### src/hw/rtl/float32_truncating_adder_unit_assert.svh
// Assertion macros for the float32 truncating adder.
`ifndef FLOAT32_TRUNCATING_ADDER_UNIT_ASSERT_SVH
`define FLOAT32_TRUNCATING_ADDER_UNIT_ASSERT_SVH
// Implication checked on every rising clock edge, off during reset.
`define FTA_ASSERT_IMP(label, clk, rst_n, ante, cons, msg) \
    label: assert property (@(posedge clk) disable iff (!rst_n) (ante) |-> (cons)) \
        else $error(msg);
// Implication whose consequent is checked in the cycle after the antecedent.
`define FTA_ASSERT_NEXT(label, clk, rst_n, ante, cons, msg) \
    label: assert property (@(posedge clk) disable iff (!rst_n) (ante) |=> (cons)) \
        else $error(msg);
`endif

### src/hw/rtl/fta_pkg.sv
// Package with shared types and constants for the float32 truncating adder.
`default_nettype none
package fta_pkg;
    localparam int unsigned FRAC_W = 23;
    localparam int unsigned EXP_W  = 8;
    localparam int unsigned LZ_W   = 5;

    typedef logic [FRAC_W-1:0] t_mag;
    typedef logic [EXP_W-1:0]  t_exp;

    // stage 1 -> stage 2: aligned magnitudes
    typedef struct packed {
        logic  sign_hi;
        logic  sign_lo;
        t_exp  exp_hi;
        t_mag  mag_hi;
        t_mag  mag_lo;
    } t_align;

    // stage 2 -> stage 3: raw add/subtract result
    typedef struct packed {
        logic        sign;
        logic        is_sub;
        t_exp        exp_hi;
        logic [FRAC_W:0] raw;
    } t_arith;

    // one plus the leading zero count of a 23-bit value; 23 when zero
    function automatic logic [LZ_W-1:0] lead_count(input t_mag v);
        logic [LZ_W-1:0] n;
        logic            hit;
        n   = LZ_W'(FRAC_W);
        hit = 1'b0;
        for (int p = FRAC_W - 1; p >= 0; p--) begin
            if (!hit && v[p]) begin
                n   = LZ_W'(FRAC_W - p);
                hit = 1'b1;
            end
        end
        return n;
    endfunction
endpackage
`default_nettype wire

### src/hw/rtl/fta_align.sv
// Operand swap and alignment shift stage.
`default_nettype none
module fta_align import fta_pkg::*; (
    input  wire  logic [31:0] i_a,
    input  wire  logic [31:0] i_b,
    output t_align           o_align
);
    logic       b_big;
    t_exp       ea, eb, ediff;
    logic [31:0] hi, lo;
    t_mag       ml;
    always_comb begin
        ea    = i_a[30:23];
        eb    = i_b[30:23];
        b_big = eb > ea;
        hi    = b_big ? i_b : i_a;
        lo    = b_big ? i_a : i_b;
        ediff = b_big ? (eb - ea) : (ea - eb);
        ml    = {1'b1, lo[22:1]};
        o_align.sign_hi = hi[31];
        o_align.sign_lo = lo[31];
        o_align.exp_hi  = hi[30:23];
        o_align.mag_hi  = {1'b1, hi[22:1]};
        o_align.mag_lo  = (ediff >= t_exp'(FRAC_W)) ? '0 : (ml >> ediff[4:0]);
    end
endmodule
`default_nettype wire

### src/hw/rtl/fta_arith.sv
// Magnitude add or subtract stage.
`default_nettype none
module fta_arith import fta_pkg::*; (
    input  wire t_align i_align,
    output t_arith      o_arith
);
    logic swap;
    always_comb begin
        swap = i_align.mag_lo > i_align.mag_hi;
        o_arith.exp_hi = i_align.exp_hi;
        o_arith.is_sub = i_align.sign_hi != i_align.sign_lo;
        if (!o_arith.is_sub) begin
            o_arith.sign = i_align.sign_hi;
            o_arith.raw  = {1'b0, i_align.mag_hi} + {1'b0, i_align.mag_lo};
        end else if (swap) begin
            o_arith.sign = i_align.sign_lo;
            o_arith.raw  = {1'b0, i_align.mag_lo - i_align.mag_hi};
        end else begin
            o_arith.sign = i_align.sign_hi;
            o_arith.raw  = {1'b0, i_align.mag_hi - i_align.mag_lo};
        end
    end
endmodule
`default_nettype wire

### src/hw/rtl/fta_norm.sv
// Normalize and pack stage.
`default_nettype none
module fta_norm import fta_pkg::*; (
    input  wire  t_arith      i_arith,
    output logic [31:0]       o_sum
);
    logic [LZ_W-1:0] lead;
    t_mag            diff, frac;
    t_exp            expo;
    always_comb begin
        diff = i_arith.raw[FRAC_W-1:0];
        lead = lead_count(diff);
        if (!i_arith.is_sub) begin
            if (i_arith.raw[FRAC_W]) begin
                expo = i_arith.exp_hi + 8'd1;
                frac = diff;
            end else begin
                expo = i_arith.exp_hi;
                frac = {diff[FRAC_W-2:0], 1'b0};
            end
        end else if (lead >= LZ_W'(FRAC_W)) begin
            // empty difference, or leading one only at the bottom bit
            expo = '0;
            frac = '0;
        end else begin
            expo = i_arith.exp_hi + 8'd1 - t_exp'(lead);
            frac = diff << lead;
        end
        o_sum = {i_arith.sign, expo, frac};
    end
endmodule
`default_nettype wire

### src/hw/rtl/float32_truncating_adder_unit.sv
// Top level: three-stage pipelined truncating float32 adder.
// Pipeline: 3 register stages; an accepted item passes r_s1, r_s2 and r_s3 to the output.
// Throughput: one item per cycle unless stalled; stage 1 aligns, stage 2 adds or subtracts,
// stage 3 normalizes with a leading-one count and packs.
// Stall holds full stages with no gap after them; empty stages fill (bubble collapse).
// Reset (synchronous, active low) clears all stage valid bits; data is not reset.
`default_nettype none
module float32_truncating_adder_unit import fta_pkg::*; (
    input  wire  logic        i_clk,
    input  wire  logic        i_rst_n,
    input  wire  logic        i_valid,
    output logic              o_stall,
    input  wire  logic [31:0] i_operand_a,
    input  wire  logic [31:0] i_operand_b,
    output logic              o_valid,
    input  wire  logic        i_stall,
    output logic [31:0]       o_sum_bits
);
`include "float32_truncating_adder_unit_assert.svh"

    logic   r_v1, r_v2, r_v3;
    t_align r_s1;
    t_arith r_s2;
    logic [31:0] r_s3;

    t_align n_s1;
    t_arith n_s2;
    logic [31:0] n_s3;

    // each stage advances when the one after it is free or moving
    logic adv3, adv2, adv1;
    assign adv3 = !r_v3 || !i_stall;
    assign adv2 = !r_v2 || adv3;
    assign adv1 = !r_v1 || adv2;
    assign o_stall = !adv1;

    fta_align u_align (.i_a(i_operand_a), .i_b(i_operand_b), .o_align(n_s1));
    fta_arith u_arith (.i_align(r_s1), .o_arith(n_s2));
    fta_norm  u_norm  (.i_arith(r_s2), .o_sum(n_s3));

    always_ff @(posedge i_clk) begin
        if (!i_rst_n) begin
            r_v1 <= 1'b0;
            r_v2 <= 1'b0;
            r_v3 <= 1'b0;
        end else begin
            if (adv1) r_v1 <= i_valid;
            if (adv2) r_v2 <= r_v1;
            if (adv3) r_v3 <= r_v2;
        end
    end

    always_ff @(posedge i_clk) begin
        if (adv1) r_s1 <= n_s1;
        if (adv2) r_s2 <= n_s2;
        if (adv3) r_s3 <= n_s3;
    end

    assign o_valid    = r_v3;
    assign o_sum_bits = r_s3;

    `FTA_ASSERT_NEXT(a_hold_out, i_clk, i_rst_n, o_valid && i_stall,
        o_valid && $stable(o_sum_bits), "output item changed under stall")
    `FTA_ASSERT_IMP(a_stall_full, i_clk, i_rst_n, o_stall,
        r_v1 && r_v2 && r_v3 && i_stall, "input stalled with room in pipeline")
    `FTA_ASSERT_NEXT(a_move, i_clk, i_rst_n, r_v2 && adv3,
        o_valid, "stage 2 item lost on advance")
endmodule
`default_nettype wire
### config.mk
export PLATFORM = sky130hd
export DESIGN_NAME = float32_truncating_adder_unit
export DESIGN_NICKNAME = d
export VERILOG_FILES = /design/src/hw/rtl/fta_pkg.sv /design/src/hw/rtl/fta_align.sv /design/src/hw/rtl/fta_arith.sv /design/src/hw/rtl/fta_norm.sv /design/src/hw/rtl/float32_truncating_adder_unit.sv
export VERILOG_INCLUDE_DIRS = /design/src /design/src/hw/rtl
export SDC_FILE = /design/constraint.sdc
export NUM_CORES = 1
export LEC_CHECK = 0
export BUFFER_PORTS_ARGS = -buffer_cell sky130_fd_sc_hd__buf_2
export CORE_UTILIZATION = 62
export DETAILED_ROUTE_END_ITERATION = 10
export PLACE_DENSITY = 0.83
export RECOVER_POWER = 25
export SYNTH_ARGS = -nofsm -noshare
export SYNTH_HDL_FRONTEND = slang
export SYNTH_SLANG_ARGS = --single-unit
### constraint.sdc
create_clock -name i_clk -period 4.9 [get_ports i_clk]
set_input_delay 0.49 -clock i_clk [delete_from_list [all_inputs] [get_ports i_clk]]
set_output_delay 0.49 -clock i_clk [all_outputs]
set_load 0.1 [all_outputs]
==> results.txt <==
status -> complete, but fails checks
failing checks -> capacitance limit, slew limit
Die ar. -> 0.0189 sq mm
GRT Total Usage -> 31.2%
Layout Nets -> 1467
Syn Inst Count -> 1237
reg2reg setup slack -> 0.50 ns
power per cell area -> 513 mW/mm^2
hold wc startpoint -> i_valid
#FFs+latches synth -> 124
R2R Path Start -> r_s1[1]
Tmin final -> 4.40 ns
met1 GRT Util -> 38.7%
Crit. End Element -> flip-flop
Final period util -> 89.7%
share of the yosys chip area belonging to registers -> 32.4%
maximum VDD drop -> 0.593 mV
reg-to-reg endpoint -> r_s2[23]
commonest non-fill, non-tap cell in the layout -> mux2i_1
synth unique cells -> 83
Post-DP Area -> 0.0120 sq mm
Root Buffer -> clkbuf_16
final hold vios -> 0
max_cap viols -> 2
Leakage -> 5.54 nW
setup slack after layout -> 0.504 ns
Initial DRC Count -> 679
grt met3 use -> 4.12%
die span in y -> 138 microns
Worst Tran Pin Value -> 3.00 ns
Final ANT Viol Nets -> 0
H-tree Lvls -> 4
dpl ws -> 0.227 ns
total congestion overflow -> 0
Post-synth ARST share -> 0%
Setup Skew -> 0.0164 ns
vias -> 9581
setup TNS -> 0 ns
largest cells by area after synthesis -> edfxtp_1 32%, mux2i_1 12%, ha_1 9.6%
hold path depth -> 2
worst hold endpoint -> r_v1
post-synth top area share -> 31.9%
Worst Path Required -> 5.04 ns
global route hottest layer -> met2
vias in the first global route -> 9101
Hold-fix buffers, CTS -> 0
first-pass GRT wire length -> 45.3 mm
Syn Area/Cell -> 9.21 sq um
Setup CP Type -> reg -> reg
Clock transition at path regs -> 0.06 ns
met2 usage -> 53.0%
CTS Buffer Depth -> 2
layout cells sized above 1 -> 15.8%
Ports -> 102
synth warn -> 0
IO Port Bufs -> 99
most frequent cells in the layout -> 140 x mux2i_1, 121 x edfxtp_1, 103 x inv_1
Starting Density -> 63.4%
Final Max Slew Viols -> 89
die width -> 138 microns
CTS tree -> yes
largest net degree at the start of global routing -> 56
fmax -> 227 MHz
ant diodes -> 0
area grow syn2layout -> 10.8%
RSZ-0062 raised after global routing -> no
Final Instance Area -> 0.0126 sq mm
number of setup buffers added after CTS -> 0
CTS sink cnt -> 124
DP HPWL -> 21.5 mm
Core Area -> 0.0180 sq mm
Via density -> 6.19
wire per inst -> 18.2 microns
FP Rows -> 49
CP Launch Type -> flip-flop
arrival time worst endpoint -> 4.54 ns
antenna violations before repair -> 0
leading area contributor after synthesis -> edfxtp_1
EDFF count, synth -> 121
Final setup viols -> 0
Synth Cell Area -> 0.0114 sq mm
cts bufs inserted -> 17
drc violations -> 0
drt first pass iters -> 5
Placer Congestion -> 0.988
final WL -> 28.2 mm
R2R depth -> 12
min-delay worst type -> in -> reg
Post-Syn Nets -> 1398
post_cts resized -> 0
latest clock arrival within the worst-skew pair -> 0.43 ns
Crit Path Max Fanout -> 4
Top FF cell, synth -> edfxtp_1
Relative slew margins -> -99.9%
[per-layer routing]
metal,part of all wire (%),wire [microns],vias up
li1,-,-,4662
met1,42,11800,4410
met2,48,13700,433
met3,6.0,1690,76
met4,3.9,1100,0
met5,0,0,-
[area by class of cell]
type,count,area (sq um)
inverters,103,387
repair buffers,118,621
clock inverters,15,178
clock buffers,17,425
well taps,229,287
multi-input cells,942,7040
flip-flops and latches,124,3690
fillers,1378,5330
[how the worst max path moves through the flow]
stage | startpoint | end | cells after the start
2_1_floorplan | r_s2[19] | o_sum_bits[30] | 18
5_1_grt | r_s2[18] | o_sum_bits[30] | 17
4_1_cts | r_s1[1] | r_s2[23] | 12
6_report | r_s1[1] | r_s2[23] | 12
3_5_place_dp | i_operand_b[23] | r_s1[0] | 15
3_3_place_gp | i_operand_b[23] | r_s1[6] | 15
[critical path: stages (launching register included)]
cell and delay [ns]:
edfxtp_1 0.48, inv_1 0.16, ha_1 0.44, nor2b_1 0.10, o21a_1 0.19, o311ai_0 0.47
a31oi_1 0.26, o41ai_1 0.56, a31oi_1 0.27, a221oi_1 0.48, o21ai_0 0.16, a2111oi_0 0.43
a211oi_1 0.09
[power by group]
part	leakage, nW	internal (mW)	switching [mW]
logic	3.89	1.05	2.36
clock network	0.294	0.769	0.522
registers	1.35	1.54	0.250
total	5.54	3.35	3.13
[cells by family (layout without fill, tap and decap cells)]
| group | after synthesis | in the layout | synth area share (%) |
|---|---|---|---|
| and+or+nand+nor | 293 | 293 | 11.9 |
| DFF | 124 | 124 | 32.4 |
| muxes | 180 | 180 | 16.3 |
| xor gates and xnor gates | 46 | 46 | 3.54 |
| AOI/OAI and AO/OA | 329 | 329 | 18.9 |
| adders and majority gates | 94 | 94 | 10.7 |
| buffers and inverters | 171 | 253 | 6.16 |
[state kept, by name (all words and copies together) (netlist names)]
| name | count |
|---|---|
| r_s2 | 34 |
| o_sum_bits | 32 |
| r_s1 | 55 |
| r_v1 | 1 |
| o_valid | 1 |
| r_v2 | 1 |
[cell usage after synthesis, types with 9 or more instances]
| cell | n |
|---|---|
| mux2i_1 | 141 |
| o21ai_0 | 63 |
| xor2_1 | 10 |
| inv_1 | 103 |
| nor2b_1 | 12 |
| a22oi_1 | 9 |
| nand3_1 | 14 |
| nand2b_1 | 16 |
| a21oi_1 | 84 |
| nor3_1 | 20 |
| xnor2_1 | 36 |
| a211oi_1 | 19 |
| a21o_1 | 16 |
| buf_1 | 9 |
| nand2_1 | 86 |
| o22ai_1 | 18 |
| o21a_1 | 9 |
| nor2_1 | 95 |
| and3_1 | 13 |
| edfxtp_1 | 121 |
| o21bai_1 | 13 |
| clkbuf_1 | 38 |
| ha_1 | 87 |
| buf_2 | 15 |
| mux2_2 | 37 |
| a31oi_1 | 20 |
[through the flow]
step / hold slack [ns] / util [%] / total power [mW] / cells
global route: 0.280 / 70.3 / 6.81 / 1548
global placement: 0.403 / 67.1 / 5.09 / 1516
detailed placement: 0.408 / 67.1 / 5.15 / 1516
CTS: 0.258 / 70.4 / 6.46 / 1548
floorplan: 0.400 / - / 4.45 / 1237
finish: 0.281 / 70.3 / 6.48 / 1548
(Power assumes the default switching activity.)
